File: src/rtl/core/aeps_pkg.sv
package aeps_pkg;

  // Table geometry.
  localparam int TASK_SLOTS    = 16;
  localparam int PRIORITY_ROWS = 4;
  localparam int PID_W         = $clog2(TASK_SLOTS);
  localparam int ROW_W         = (PRIORITY_ROWS > 1) ? $clog2(PRIORITY_ROWS) : 1;
  localparam int OP_W          = 3;
  localparam int IN_TDATA_W    = 16;
  localparam int OUT_TDATA_W   = 16;
  localparam int CFG_W         = 2;

  // Event codes.
  typedef enum logic [OP_W-1:0] {
    OP_TICK    = 3'd0,
    OP_CREATE  = 3'd1,
    OP_KILL    = 3'd2,
    OP_BLOCK   = 3'd3,
    OP_READY   = 3'd4,
    OP_TOGGLE  = 3'd5,
    OP_SETPRI  = 3'd6
  } op_t;

  // Per-slot task state.
  typedef enum logic [1:0] {
    TS_FREE    = 2'd0,
    TS_READY   = 2'd1,
    TS_BLOCKED = 2'd2
  } task_st_t;

  // Controller states.
  typedef enum logic [1:0] {
    CS_IDLE,
    CS_EXEC,
    CS_SCAN,
    CS_DONE
  } ctl_state_t;

  // Commands from the controller to the datapath.
  typedef struct packed {
    logic load_in;
    logic exec;
    logic scan;
    logic load_out;
  } aeps_cmd_t;

  // Status from the datapath to the controller.
  typedef struct packed {
    logic need_scan;
    logic scan_done;
  } aeps_sts_t;

  // Index of the lowest set bit, zero when none is set.
  function automatic logic [PID_W-1:0] first_one(logic [TASK_SLOTS-1:0] v);
    logic [PID_W-1:0] idx;
    idx = '0;
    for (int i = TASK_SLOTS - 1; i >= 0; i--) begin
      if (v[i]) begin
        idx = PID_W'(i);
      end
    end
    return idx;
  endfunction

  // Saturate a priority to the last row.
  function automatic logic [ROW_W-1:0] clamp_row(logic [ROW_W-1:0] r);
    return (32'(r) >= PRIORITY_ROWS) ? ROW_W'(PRIORITY_ROWS - 1) : r;
  endfunction

  // One-hot slot mask.
  function automatic logic [TASK_SLOTS-1:0] slot_bit(logic [PID_W-1:0] pid);
    return TASK_SLOTS'(1) << pid;
  endfunction

endpackage

File: src/rtl/core/aeps_ctrl.sv
module aeps_ctrl (
  input  logic                clk,
  input  logic                rst_n,
  input  logic                in_tvalid,
  output logic                in_tready,
  output logic                out_tvalid,
  input  logic                out_tready,
  input  aeps_pkg::aeps_sts_t sts,
  output aeps_pkg::aeps_cmd_t cmd
);

  aeps_pkg::ctl_state_t state_r, state_nxt;
  logic                 out_valid_r, out_valid_nxt;
  logic                 out_free;

  // State and output valid registers.
  always_ff @(posedge clk) begin
    if (!rst_n) begin
      state_r     <= aeps_pkg::CS_IDLE;
      out_valid_r <= 1'b0;
    end else begin
      state_r     <= state_nxt;
      out_valid_r <= out_valid_nxt;
    end
  end

  assign out_free   = !out_valid_r || out_tready;
  assign out_tvalid = out_valid_r;

  // Next state and commands.
  always_comb begin
    state_nxt     = state_r;
    cmd           = '0;
    in_tready     = 1'b0;
    out_valid_nxt = out_valid_r && !out_tready;
    unique case (state_r)
      aeps_pkg::CS_IDLE: begin
        in_tready = 1'b1;
        if (in_tvalid) begin
          cmd.load_in = 1'b1;
          state_nxt   = aeps_pkg::CS_EXEC;
        end
      end
      aeps_pkg::CS_EXEC: begin
        cmd.exec  = 1'b1;
        state_nxt = sts.need_scan ? aeps_pkg::CS_SCAN : aeps_pkg::CS_DONE;
      end
      aeps_pkg::CS_SCAN: begin
        cmd.scan = 1'b1;
        if (sts.scan_done) begin
          state_nxt = aeps_pkg::CS_DONE;
        end
      end
      aeps_pkg::CS_DONE: begin
        // Wait here while the previous result still sits in the output register.
        if (out_free) begin
          cmd.load_out  = 1'b1;
          out_valid_nxt = 1'b1;
          state_nxt     = aeps_pkg::CS_IDLE;
        end
      end
      default: begin
        state_nxt = aeps_pkg::CS_IDLE;
      end
    endcase
  end

endmodule

File: src/rtl/core/aeps_datapath.sv
module aeps_datapath (
  input  logic                           clk,
  input  logic                           rst_n,
  input  aeps_pkg::aeps_cmd_t            cmd,
  output aeps_pkg::aeps_sts_t            sts,
  input  logic [aeps_pkg::OP_W-1:0]      opcode,
  input  logic [aeps_pkg::PID_W-1:0]     target_pid,
  input  logic [aeps_pkg::ROW_W-1:0]     new_priority,
  input  logic                           cfg_valid,
  input  logic [aeps_pkg::CFG_W-1:0]     cfg_data,
  output logic [aeps_pkg::PID_W-1:0]     running_pid,
  output logic                           status,
  output logic [aeps_pkg::PID_W-1:0]     new_pid
);

  localparam int SLOTS = aeps_pkg::TASK_SLOTS;
  localparam int ROWS  = aeps_pkg::PRIORITY_ROWS;
  localparam int PW    = aeps_pkg::PID_W;
  localparam int RW    = aeps_pkg::ROW_W;
  localparam logic [RW-1:0] LAST_ROW = RW'(ROWS - 1);
  localparam logic [PW-1:0] LAST_COL = PW'(SLOTS - 1);

  // Latched request.
  aeps_pkg::op_t   op_r;
  logic [PW-1:0]   pid_r;
  logic [RW-1:0]   npri_r;

  // Scheduler state.
  logic [SLOTS-1:0]  tbl_r   [2][ROWS];
  logic [SLOTS-1:0]  tbl_nxt [2][ROWS];
  aeps_pkg::task_st_t tstate_r [SLOTS];
  logic [RW-1:0]     tpri_r   [SLOTS];
  logic [RW-1:0]     dflt_pri_r;
  logic [PW-1:0]     running_r, running_nxt;
  logic [RW-1:0]     scan_row_r, scan_row_nxt;
  logic [PW-1:0]     scan_col_r, scan_col_nxt;
  logic              active_r, active_nxt;
  logic [RW-1:0]     slice_r, slice_nxt;
  logic              started_r, started_nxt;
  logic              passes_r, passes_nxt;
  logic              status_r, status_nxt;
  logic [PW-1:0]     given_r, given_nxt;
  logic [PW-1:0]     out_running_r;
  logic              out_status_r;
  logic [PW-1:0]     out_given_r;

  // Table and slot write requests.
  logic              clr_en;
  logic [1:0]        clr_tbl;
  logic [RW-1:0]     clr_row;
  logic [SLOTS-1:0]  clr_bits;
  logic              set_en;
  logic              set_tbl;
  logic [RW-1:0]     set_row;
  logic [SLOTS-1:0]  set_bits;
  logic              ts_we;
  logic [PW-1:0]     ts_idx;
  aeps_pkg::task_st_t ts_val;
  logic              tp_we;
  logic [PW-1:0]     tp_idx;
  logic [RW-1:0]     tp_val;

  // Derived values.
  logic [SLOTS-1:0]  ready_vec, live_vec, free_vec;
  logic              create_hit;
  logic [PW-1:0]     create_slot;
  aeps_pkg::task_st_t pid_st;
  logic              pid_free;
  logic [RW-1:0]     pid_row, dflt_row, npri_row;
  aeps_pkg::task_st_t new_st;
  logic [SLOTS-1:0]  row_bits, col_mask, scan_mask, rdy_bits, low_mask, moved;
  logic              found;
  logic [PW-1:0]     first;
  logic [RW-1:0]     adv_row;
  logic [PW-1:0]     adv_col;
  logic              adv_active, adv_pass;
  logic              need_scan, scan_done;

  // Slot state vectors.
  always_comb begin
    for (int i = 0; i < SLOTS; i++) begin
      ready_vec[i] = (tstate_r[i] == aeps_pkg::TS_READY);
      live_vec[i]  = (tstate_r[i] != aeps_pkg::TS_FREE);
    end
  end

  // Create looks for the first free slot above the idle slot.
  assign free_vec    = ~live_vec & ~SLOTS'(1);
  assign create_hit  = |free_vec;
  assign create_slot = aeps_pkg::first_one(free_vec);

  assign pid_st   = tstate_r[pid_r];
  assign pid_free = (pid_st == aeps_pkg::TS_FREE);
  assign pid_row  = aeps_pkg::clamp_row(tpri_r[pid_r]);
  assign dflt_row = aeps_pkg::clamp_row(dflt_pri_r);
  assign npri_row = aeps_pkg::clamp_row(npri_r);

  // New state for a state change event.
  always_comb begin
    case (op_r)
      aeps_pkg::OP_KILL:   new_st = aeps_pkg::TS_FREE;
      aeps_pkg::OP_READY:  new_st = aeps_pkg::TS_READY;
      aeps_pkg::OP_TOGGLE: new_st = (pid_st == aeps_pkg::TS_BLOCKED) ?
                                    aeps_pkg::TS_READY : aeps_pkg::TS_BLOCKED;
      default:             new_st = aeps_pkg::TS_BLOCKED;
    endcase
  end

  // One row of the scan: entries from the current column on, up to the first ready one.
  assign row_bits  = tbl_r[active_r][scan_row_r];
  assign col_mask  = {SLOTS{1'b1}} << scan_col_r;
  assign scan_mask = row_bits & col_mask;
  assign rdy_bits  = scan_mask & ready_vec;
  assign found     = |rdy_bits;
  assign first     = aeps_pkg::first_one(rdy_bits);

  always_comb begin
    for (int i = 0; i < SLOTS; i++) begin
      low_mask[i] = !found || (PW'(i) <= first);
    end
  end

  assign moved = scan_mask & low_mask & live_vec;

  // First step of a scan, one position past the last pick.
  always_comb begin
    adv_row    = scan_row_r;
    adv_col    = scan_col_r + 1'b1;
    adv_active = active_r;
    adv_pass   = 1'b0;
    if (scan_col_r == LAST_COL) begin
      adv_col = '0;
      if (scan_row_r == LAST_ROW) begin
        adv_row    = '0;
        adv_active = ~active_r;
        adv_pass   = 1'b1;
      end else begin
        adv_row = scan_row_r + 1'b1;
      end
    end
  end

  // Event execution and scan steps.
  always_comb begin
    running_nxt  = running_r;
    scan_row_nxt = scan_row_r;
    scan_col_nxt = scan_col_r;
    active_nxt   = active_r;
    slice_nxt    = slice_r;
    started_nxt  = started_r;
    passes_nxt   = passes_r;
    status_nxt   = status_r;
    given_nxt    = given_r;
    clr_en       = 1'b0;
    clr_tbl      = 2'b00;
    clr_row      = '0;
    clr_bits     = '0;
    set_en       = 1'b0;
    set_tbl      = 1'b0;
    set_row      = '0;
    set_bits     = '0;
    ts_we        = 1'b0;
    ts_idx       = pid_r;
    ts_val       = new_st;
    tp_we        = 1'b0;
    tp_idx       = pid_r;
    tp_val       = npri_row;
    need_scan    = 1'b0;
    scan_done    = 1'b0;

    if (cmd.exec) begin
      status_nxt = 1'b0;
      given_nxt  = '0;
      case (op_r)
        aeps_pkg::OP_TICK: begin
          if (started_r) begin
            if (slice_r != '0) begin
              slice_nxt = slice_r - 1'b1;
            end else begin
              need_scan = 1'b1;
            end
          end
        end
        aeps_pkg::OP_CREATE: begin
          if (!create_hit) begin
            status_nxt = 1'b1;
          end else begin
            ts_we       = 1'b1;
            ts_idx      = create_slot;
            ts_val      = aeps_pkg::TS_READY;
            tp_we       = 1'b1;
            tp_idx      = create_slot;
            tp_val      = dflt_row;
            set_en      = 1'b1;
            set_tbl     = ~active_r;
            set_row     = dflt_row;
            set_bits    = aeps_pkg::slot_bit(create_slot);
            started_nxt = 1'b1;
            given_nxt   = create_slot;
          end
        end
        aeps_pkg::OP_KILL, aeps_pkg::OP_BLOCK, aeps_pkg::OP_READY,
        aeps_pkg::OP_TOGGLE: begin
          if (pid_free) begin
            status_nxt = 1'b1;
          end else begin
            ts_we = 1'b1;
            if (op_r == aeps_pkg::OP_KILL) begin
              clr_en   = 1'b1;
              clr_tbl  = 2'b11;
              clr_row  = pid_row;
              clr_bits = aeps_pkg::slot_bit(pid_r);
            end
            // A change to the running task ends its slice at once.
            if (pid_r == running_r) begin
              slice_nxt = '0;
              need_scan = started_r;
            end
          end
        end
        aeps_pkg::OP_SETPRI: begin
          if (pid_free) begin
            status_nxt = 1'b1;
          end else begin
            clr_en   = 1'b1;
            clr_tbl  = 2'b11;
            clr_row  = pid_row;
            clr_bits = aeps_pkg::slot_bit(pid_r);
            set_en   = 1'b1;
            set_tbl  = ~active_r;
            set_row  = npri_row;
            set_bits = aeps_pkg::slot_bit(pid_r);
            tp_we    = 1'b1;
          end
        end
        default: begin
        end
      endcase
      if (need_scan) begin
        scan_row_nxt = adv_row;
        scan_col_nxt = adv_col;
        active_nxt   = adv_active;
        passes_nxt   = adv_pass;
      end
    end else if (cmd.scan) begin
      // Visited blocked entries and the pick move to the expired table.
      clr_en   = 1'b1;
      clr_tbl  = active_r ? 2'b10 : 2'b01;
      clr_row  = scan_row_r;
      clr_bits = moved;
      set_en   = 1'b1;
      set_tbl  = ~active_r;
      set_row  = scan_row_r;
      set_bits = moved;
      if (found) begin
        running_nxt  = first;
        scan_col_nxt = first;
        slice_nxt    = LAST_ROW - scan_row_r;
        scan_done    = 1'b1;
      end else begin
        scan_col_nxt = '0;
        if (scan_row_r == LAST_ROW) begin
          scan_row_nxt = '0;
          active_nxt   = ~active_r;
          if (passes_r) begin
            running_nxt = '0;
            scan_done   = 1'b1;
          end else begin
            passes_nxt = 1'b1;
          end
        end else begin
          scan_row_nxt = scan_row_r + 1'b1;
        end
      end
    end
  end

  assign sts.need_scan = need_scan;
  assign sts.scan_done = scan_done;

  // Per-row table update: clear first, then set.
  always_comb begin
    for (int t = 0; t < 2; t++) begin
      for (int r = 0; r < ROWS; r++) begin
        tbl_nxt[t][r] = tbl_r[t][r];
        if (clr_en && clr_tbl[t] && (clr_row == RW'(r))) begin
          tbl_nxt[t][r] = tbl_nxt[t][r] & ~clr_bits;
        end
        if (set_en && (set_tbl == 1'(t)) && (set_row == RW'(r))) begin
          tbl_nxt[t][r] = tbl_nxt[t][r] | set_bits;
        end
      end
    end
  end

  // Scheduler state registers.
  always_ff @(posedge clk) begin
    if (!rst_n) begin
      for (int t = 0; t < 2; t++) begin
        for (int r = 0; r < ROWS; r++) begin
          tbl_r[t][r] <= '0;
        end
      end
      for (int i = 0; i < SLOTS; i++) begin
        tstate_r[i] <= aeps_pkg::TS_FREE;
        tpri_r[i]   <= '0;
      end
      dflt_pri_r <= '0;
      running_r  <= PW'(1);
      scan_row_r <= '0;
      scan_col_r <= '0;
      active_r   <= 1'b0;
      slice_r    <= LAST_ROW;
      started_r  <= 1'b0;
      passes_r   <= 1'b0;
    end else begin
      for (int t = 0; t < 2; t++) begin
        for (int r = 0; r < ROWS; r++) begin
          tbl_r[t][r] <= tbl_nxt[t][r];
        end
      end
      running_r  <= running_nxt;
      scan_row_r <= scan_row_nxt;
      scan_col_r <= scan_col_nxt;
      active_r   <= active_nxt;
      slice_r    <= slice_nxt;
      started_r  <= started_nxt;
      passes_r   <= passes_nxt;
      if (ts_we) begin
        tstate_r[ts_idx] <= ts_val;
      end
      if (tp_we) begin
        tpri_r[tp_idx] <= tp_val;
      end
      if (cfg_valid) begin
        dflt_pri_r <= cfg_data;
      end
    end
  end

  // Request, result and output payload registers.
  always_ff @(posedge clk) begin
    status_r <= status_nxt;
    given_r  <= given_nxt;
    if (cmd.load_in) begin
      op_r   <= aeps_pkg::op_t'(opcode);
      pid_r  <= target_pid;
      npri_r <= new_priority;
    end
    if (cmd.load_out) begin
      out_running_r <= running_r;
      out_status_r  <= status_r;
      out_given_r   <= given_r;
    end
  end

  assign running_pid = out_running_r;
  assign status      = out_status_r;
  assign new_pid     = out_given_r;

endmodule

File: src/rtl/core/active_expired_priority_scheduler.sv
// Priority scheduler with active and expired run tables.
// Input channel in_*: one request per event (tick, create, kill, block, make
// ready, block toggle, set priority). Output channel out_*: one result per
// request, giving the running task, the refusal flag and the slot that a
// create handed out. cfg_*: writes the priority row that new tasks enter;
// write it only while no request is in flight.
// Flow: an accepted request is latched, executed and its result loaded into the
// output register that drives out_tvalid. A tick that ends a slice, or a change
// to the running task, walks the active table one priority row per cycle before
// the result is loaded. No new request is taken until the last result is loaded.
// Reset: all slots free, tables empty, task 1 marked running with a full
// slice, default priority row 0; ticks do nothing until the first create.
// Stall: a result waits in the output register while out_tready is low. One
// further request is taken and worked; its result then waits until the
// output register frees, and no new request is taken meanwhile.
module active_expired_priority_scheduler (
  input  logic                              clk,
  input  logic                              rst_n,
  input  logic                              in_tvalid,
  output logic                              in_tready,
  // opcode [2:0], target_pid [6:3], new_priority [8:7], zero fill above
  input  logic [aeps_pkg::IN_TDATA_W-1:0]   in_tdata,
  output logic                              out_tvalid,
  input  logic                              out_tready,
  // running_pid [3:0], status [4], new_pid [8:5], zero fill above
  output logic [aeps_pkg::OUT_TDATA_W-1:0]  out_tdata,
  input  logic                              cfg_valid,
  output logic                              cfg_ready,
  input  logic [aeps_pkg::CFG_W-1:0]        cfg_data
);

  localparam int OPL = aeps_pkg::OP_W;
  localparam int PW  = aeps_pkg::PID_W;
  localparam int RW  = aeps_pkg::ROW_W;

  aeps_pkg::aeps_cmd_t cmd;
  aeps_pkg::aeps_sts_t sts;
  logic [PW-1:0]       running_pid;
  logic                status;
  logic [PW-1:0]       new_pid;

  assign cfg_ready = 1'b1;

  aeps_ctrl u_ctrl (
    .clk        (clk),
    .rst_n      (rst_n),
    .in_tvalid  (in_tvalid),
    .in_tready  (in_tready),
    .out_tvalid (out_tvalid),
    .out_tready (out_tready),
    .sts        (sts),
    .cmd        (cmd)
  );

  aeps_datapath u_dp (
    .clk          (clk),
    .rst_n        (rst_n),
    .cmd          (cmd),
    .sts          (sts),
    .opcode       (in_tdata[OPL-1:0]),
    .target_pid   (in_tdata[OPL+PW-1:OPL]),
    .new_priority (in_tdata[OPL+PW+RW-1:OPL+PW]),
    .cfg_valid    (cfg_valid),
    .cfg_data     (cfg_data),
    .running_pid  (running_pid),
    .status       (status),
    .new_pid      (new_pid)
  );

  // Result packing.
  assign out_tdata = aeps_pkg::OUT_TDATA_W'({new_pid, status, running_pid});

`ifndef SYNTH
  // At most one datapath command per cycle.
  a_one_cmd: assert property (@(posedge clk) disable iff (!rst_n)
    $onehot0({cmd.load_in, cmd.exec, cmd.scan, cmd.load_out}))
    else $error("more than one datapath command in a cycle");

  // A result is never loaded over one that has not been taken.
  a_no_overwrite: assert property (@(posedge clk) disable iff (!rst_n)
    cmd.load_out |-> (!out_tvalid || out_tready))
    else $error("result register overwritten");

  // A granted slot comes only with an accepted create.
  a_given_ok: assert property (@(posedge clk) disable iff (!rst_n)
    (out_tvalid && (new_pid != '0)) |-> !status)
    else $error("slot given on a refused request");

  // No new request is taken in the cycle after execution.
  a_busy: assert property (@(posedge clk) disable iff (!rst_n)
    cmd.exec |=> !in_tready)
    else $error("request taken while busy");
`endif

endmodule
File: config.mk
export PLATFORM = sky130hd
export DESIGN_NAME = active_expired_priority_scheduler
export DESIGN_NICKNAME = d
export VERILOG_FILES = /design/src/rtl/core/aeps_pkg.sv /design/src/rtl/core/aeps_ctrl.sv /design/src/rtl/core/aeps_datapath.sv /design/src/rtl/core/active_expired_priority_scheduler.sv
export SDC_FILE = /design/constraint.sdc
export NUM_CORES = 1
export LEC_CHECK = 0
export BUFFER_PORTS_ARGS = -buffer_cell sky130_fd_sc_hd__buf_2
export CORE_UTILIZATION = 33
export CTS_CLUSTER_DIAMETER = 80
export DETAILED_ROUTE_END_ITERATION = 7
export HOLD_SLACK_MARGIN = 0.1
export SLEW_MARGIN = 20
export SYNTH_ARGS = -nofsm -noshare
export SYNTH_HDL_FRONTEND = slang
export SYNTH_HIERARCHICAL = 1
export SYNTH_SLANG_ARGS = --single-unit
export TNS_END_PERCENT = 1
File: constraint.sdc
create_clock -name clk -period 4.1 [get_ports clk]
set_clock_uncertainty 0.2 [all_clocks]
set_input_delay 0.205 -clock clk [delete_from_list [all_inputs] [get_ports clk]]
set_output_delay 0.205 -clock clk [all_outputs]
set_load 0.01 [all_outputs]
# --- Word level (Yosys, flattened, before mapping) ---
# Memory sizes are Yosys's and may differ from the RTL's. A register that Yosys moved wholly into a read port is not among the register bits.
# Cells that the tools add are included.
classes:
  addsub: 4
  magnitude_cmp: 17
  n_eq_ne: 46
  n_shift: 3
  n_mux: 194
  n_bitwise: 34
  reduce_logical: 82
ops:
  columns: ["cell", "count"]
  rows:
  - ["$mux W16", 33]
  - ["$and A16 B16 Y16", 12]
  - ["$mux W4", 46]
  - ["$or A16 B16 Y16", 8]
  - ["$mux W2", 39]
  - ["$pmux W16 S2", 2]
  - ["$mux W1", 61]
  - ["$reduce_bool A2 Y1", 22]
  - ["$eq A2 B1 Y1 const B", 19]
  - ["$bmux W16 S2", 1]
  - ["$le A4 B4 Y1 const A", 8]
  - ["$not A16 Y16", 2]
  - ["$shl A1 B4 Y16 const A", 2]
  - ["$logic_and A1 B1 Y1", 21]
  - ["$logic_or A1 B1 Y1", 17]
  - ["$eq A2 B2 Y1 const B", 8]
  - ["$le A3 B4 Y1 const A", 4]
  - ["$pmux W2 S2", 4]
  - ["$reduce_or A16 Y1", 1]
  - ["$shl A16 B4 Y16 const A", 1]
  - ["$reduce_or A15 Y1", 1]
  - ["$pmux W1 S2", 6]
  - ["$reduce_and A4 Y1", 3]
  - ["$eq A3 B3 Y1 const B", 3]
  - ["other kinds (30)", 56]
totals:
  register_bits: 43
  ram_bits: 192
  in_bits: 23
  out_inout_bits: 19
  wordCells: 401
  memories: 3
mem_list:
  columns: ["memory", "depth", "word_bits", "rd", "rd_ports_with_merged_regs", "wr", "line", "text"]
  rows:
  - ["u_dp.tbl_r", 2, 64, 3, 1, 2, "aeps_datapath.sv:29", "logic [SLOTS-1:0] tbl_r [2][ROWS];"]
  - ["u_dp.tpri_r", 16, 2, 1, 1, 16, "aeps_datapath.sv:32", "logic [RW-1:0] tpri_r [SLOTS];"]
  - ["u_dp.tstate_r", 16, 2, 17, 1, 16, "aeps_datapath.sv:31", "aeps_pkg::task_st_t tstate_r [SLOTS];"]

# --- Depth between registers and ports, before layout ---
logic_depth:
  ltp_word: 34
  mapped_depth: 17

# --- By module ---
# The synthesis kept the hierarchy.
modules_own_cells:
  columns: ["module", "instances", "cells_each", "area_each_um2", "seq_area_each_um2"]
  rows:
  - ["aeps_datapath", 1, 1456, 12874.8, 5615.4]
  - ["aeps_ctrl", 1, 26, 255.2, 60.1]
  - ["active_expired_priority_scheduler", 1, 11, 75.1, 0.0]

# --- Least setup slack after synthesis ---
# Ideal clock, no wire load.
synth_timing:
  kind: "register -> register"
  start: "reg with a tool-made name"
  end: "reg u_ctrl.state_r[0]"
  arrival_time_ns: 3.255
  required_time_ns: 3.778
  slack_ns: 0.524
  stages_incl_launch_ff: 15
  n_path_buf: 3
  path_cell_list: "dfxtp_1 buf_4 mux4_2 mux2_2 and4b_4 or4_4 nor4_4 buf_4 nand2_1 nand2_1 inv_1 buf_4 nand2b_2 a31o_1 o311a_1"
synth_lines:
  columns: ["element", "line", "text"]
  rows:
  - ["to (signal assigned)", "aeps_ctrl.sv:19", "state_r <= aeps_pkg::CS_IDLE;"]
  - ["to (signal assigned)", "aeps_ctrl.sv:22", "state_r <= state_nxt;"]
  - ["to (decl)", "aeps_ctrl.sv:12", "aeps_pkg::ctl_state_t state_r, state_nxt;"]

==> reports/results.ini <==
[placement]
io_buffers = 26
gp_congestion = 1.041
place_ws_ns = 0.2474
hpwl_um = 34160

[detailed_routing]
ant_nets = 0
via_per_inst = 5.849
post_drt_wl_per_cell_um = 22.26
first_iter_violations = 1279
wl_um = 46840
drc = 0
vias = 12310
drtPass1Iterations = 5

[finish]
final_nets = 1598
utilization_pct = 39.38
n_antenna_cell = 0
seqCellArea_um2 = 5679
final_cell_mix = 217 x nand2_1, 184 x nor2_1, 152 x dfxtp_1
fillers = 3908
area.growth.synth_to_final_pct = 16.61
layout_commonest_cell = nand2_1
drive_gt1_share_pct = 14.12
multi_input_area_um2 = 7048

[logic_synthesis]
ys_types = 96
synth_top_flop_cell = dfxtp_1
syn_area_um2 = 13210
yosys_warnings = 6
ys_ff_latch = 240
syn_area_per_cell_um2 = 8.845
synth_edf_count = 87
yosysSeqAreaShare_pct = 42.98
synth_top_area_cell = dfxtp_1
synth_area_leaders = dfxtp_1 23%, edfxtp_1 20%, nand2_1 6.2%, nor2_1 5.2%, mux2i_1 4.7%
netlist_instances = 1493
ys_async_sr_fraction_pct = 0
netlist.area_leader.share_pct = 23.19

[worst_setup_path]
cp-end-kind = flip-flop
cp_cell_sequence = o22ai_1 > o41a_1 > o21ai_1 > o221ai_1 > nor2b_1 > nand2_1 > o21ai_0 > a22o_1
crit_type = reg2reg
worstPathArrival_ns = 4.23
slowest_delay_ns = 0.56
cp-start-kind = flip-flop
crit_fanout = 12
cp_num_buf_inv = 0
slowest_stage = edfxtp_1
worstPathRequired_ns = 4.38
path_delay_family = compound AO/OA/AOI/OAI gates

[global_route]
antenna_found_initial = 1
global_route.usage.met2_pct = 36.22
grt_pass1_wl_um = 70790
grtUsageMet1_pct = 29.71
met3_usage_pct = 3.966
grt_remaining_overflow = 0
grt_max_degree = 78
gr-usage-all-layers_pct = 22.53
grt_pass1_vias = 11930
grt.busiest_layer = met2

[timing]
slew_headroom_pct = 42.01
hold_viol = 0
setup_tns_ns = 0
min_period_ns = 3.949
setup_viol = 0
rsz0062_at_grt = false
final.period_utilization_pct = 96.31
max_freq_ghz = 0.2533
worst_slew_pin_slew_ns = 0.8659
worst_slack_ns = 0.1514
maxSlewViolCount = 0

[clocking]
postCtsSetupBuffers = 0
htreeDepth = 1
clock-root-buffer = clkbuf_16
cts_tree = built
clockBufferDepth = 3
clkTransAtPathRegs_ns = 0.06
clk_latency_ns = 0.54
cts_buffers = 26
clkSinkCount = 240

[power_and_ir_drop]
max-vdd-ir-drop_v = 0.0002421
pwr_density_cell_nw_per_um2 = 491.5
leakage_uw = 0.005289

[outcome]
status = finished clean

[die]
die_w_um = 202.0
core_um2 = 39100
io_pins = 42
rows = 72
die_y_um = 202.0
die_area_um2 = 40820
initial_core_util_pct = 33.77

[hold_path]
hold_path_class = in2reg

[run]
drv_cap = 0

-- cell families after synthesis --
| logic type | Yosys count | synth area share [%] |
|---|---|---|
| adders and majority gates | 9 | 0.8528 |
| and+or+nand+nor | 601 | 21.11 |
| muxes | 89 | 8.708 |
| DFF | 240 | 42.98 |
| other | 2 | 0.05687 |
| xor gates and xnor gates | 6 | 0.3980 |
| buffers and inverters | 113 | 3.998 |
| AOI/OAI and AO/OA | 433 | 21.90 |
-- area by class of cell --
type,count,share of cell area (%)
clock buffer,33,4.859
clock inverter,15,0.8207
inverter,22,0.5363
multi-input combinational,1146,45.77
sequential,240,36.88
tap,518,4.209
timing repair buffer,130,6.923
-- repair_timing --
item | in CTS | in global routing
endpoints found under the setup margin | 0 | 5
hold endpoints to repair | 67 | 0
resized for setup | 0 | 3
hold buffers | 16 | 0
-- path summary, 6_finish.rpt --
| path | startpoint | end | slack (ns) | cells past startpoint |
|---|---|---|---|---|
| max | u_dp/tstate_r[4][1]$_SDFFCE_PN0P_ | u_dp/tbl_r[0][31]$_SDFF_PN0_ | 0.15 | 8 |
| min | in_tdata[8] | u_dp/npri_r[1]$_DFFE_PP_ | 0.18 | 2 |
| max reg2reg | u_dp/tstate_r[4][1]$_SDFFCE_PN0P_ | u_dp/tbl_r[0][31]$_SDFF_PN0_ | 0.15 | 8 |
| min reg2reg | u_dp/given_r[2]$_SDFFCE_PN0P_ | u_dp/new_pid[2]$_DFFE_PP_ | 0.22 | 0 |
-- flip-flops by register name, indices dropped and copies added, names as in the netlist, 2 cells and up, named ones only --
name / count
u_dp/tpri_r: 32
u_dp/given_r: 4
u_dp/npri_r: 2
u_dp/scan_row_r: 2
u_dp/new_pid: 4
u_dp/tbl_r: 128
u_dp/tstate_r: 32
u_dp/running_pid: 4
u_dp/dflt_pri_r: 2
u_dp/scan_col_r: 4
u_dp/slice_r: 2
u_dp/running_r: 4
u_dp/op_r: 3
u_dp/pid_r: 4
u_ctrl/state_r: 2
-- worst register-to-register path: cells and delay by family (launching register included) --
kind,cells,cell delay [ns]
AO/OA/AOI/OAI,6,2.16
flip-flops,1,0.56
AND/OR/NAND/NOR,2,0.97
-- through the flow --
stage | instance area [µm²] | power, µW | cells | hold slack [ns]
2_1_floorplan | 13230 | 4219 | 1499 | 0.1039
3_3_place_gp | 14350 | 5125 | 2040 | 0.1852
3_5_place_dp | 14350 | 5148 | 2040 | 0.1837
4_1_cts | 15380 | 7545 | 2104 | 0.1644
5_1_grt | 15400 | 7856 | 2104 | 0.1821
6_report | 15400 | 7569 | 2104 | 0.1847
-- routing by layer --
metal / up-vias / share of wire [%]
li1: 5658 / -
met1: 5989 / 42
met2: 554 / 45
met3: 105 / 8.1
met4: 0 / 4.0
met5: - / 0
-- cells in the mapped netlist, types with 6 or more instances --
library cell  number
dfxtp_1          153
a21o_1            10
a32oi_1           10
ha_1               9
mux2_2             7
a22oi_1           25
o221ai_1          10
nor2_1           184
edfxtp_1          87
mux4_2            20
o32ai_1            8
nand4_1           16
o22ai_1           43
nand2_1          217
buf_4             17
o21a_1            40
nor4_1             9
nor3_1            22
or2_2              7
clkbuf_1          60
o21ai_0          103
and3_1            16
mux2i_1           62
a22o_1             9
o311ai_0           8
a21oi_1           82
a31oi_1           13
and2_1            15
nand3_1           53
inv_1             19
buf_2              7
o211ai_1           9
nor2b_1           21
nor3b_1            6
-- report_power, final --
group          leakage [µW]  internal [µW]  switching (µW)  total [µW]
Sequential          0.00211           2650             197        2840
Clock              0.000443           1410             974        2390
Combinational       0.00273            838            1500        2340
Total               0.00529           4900            2670        7570
Power figures use the tool's default switching activity.
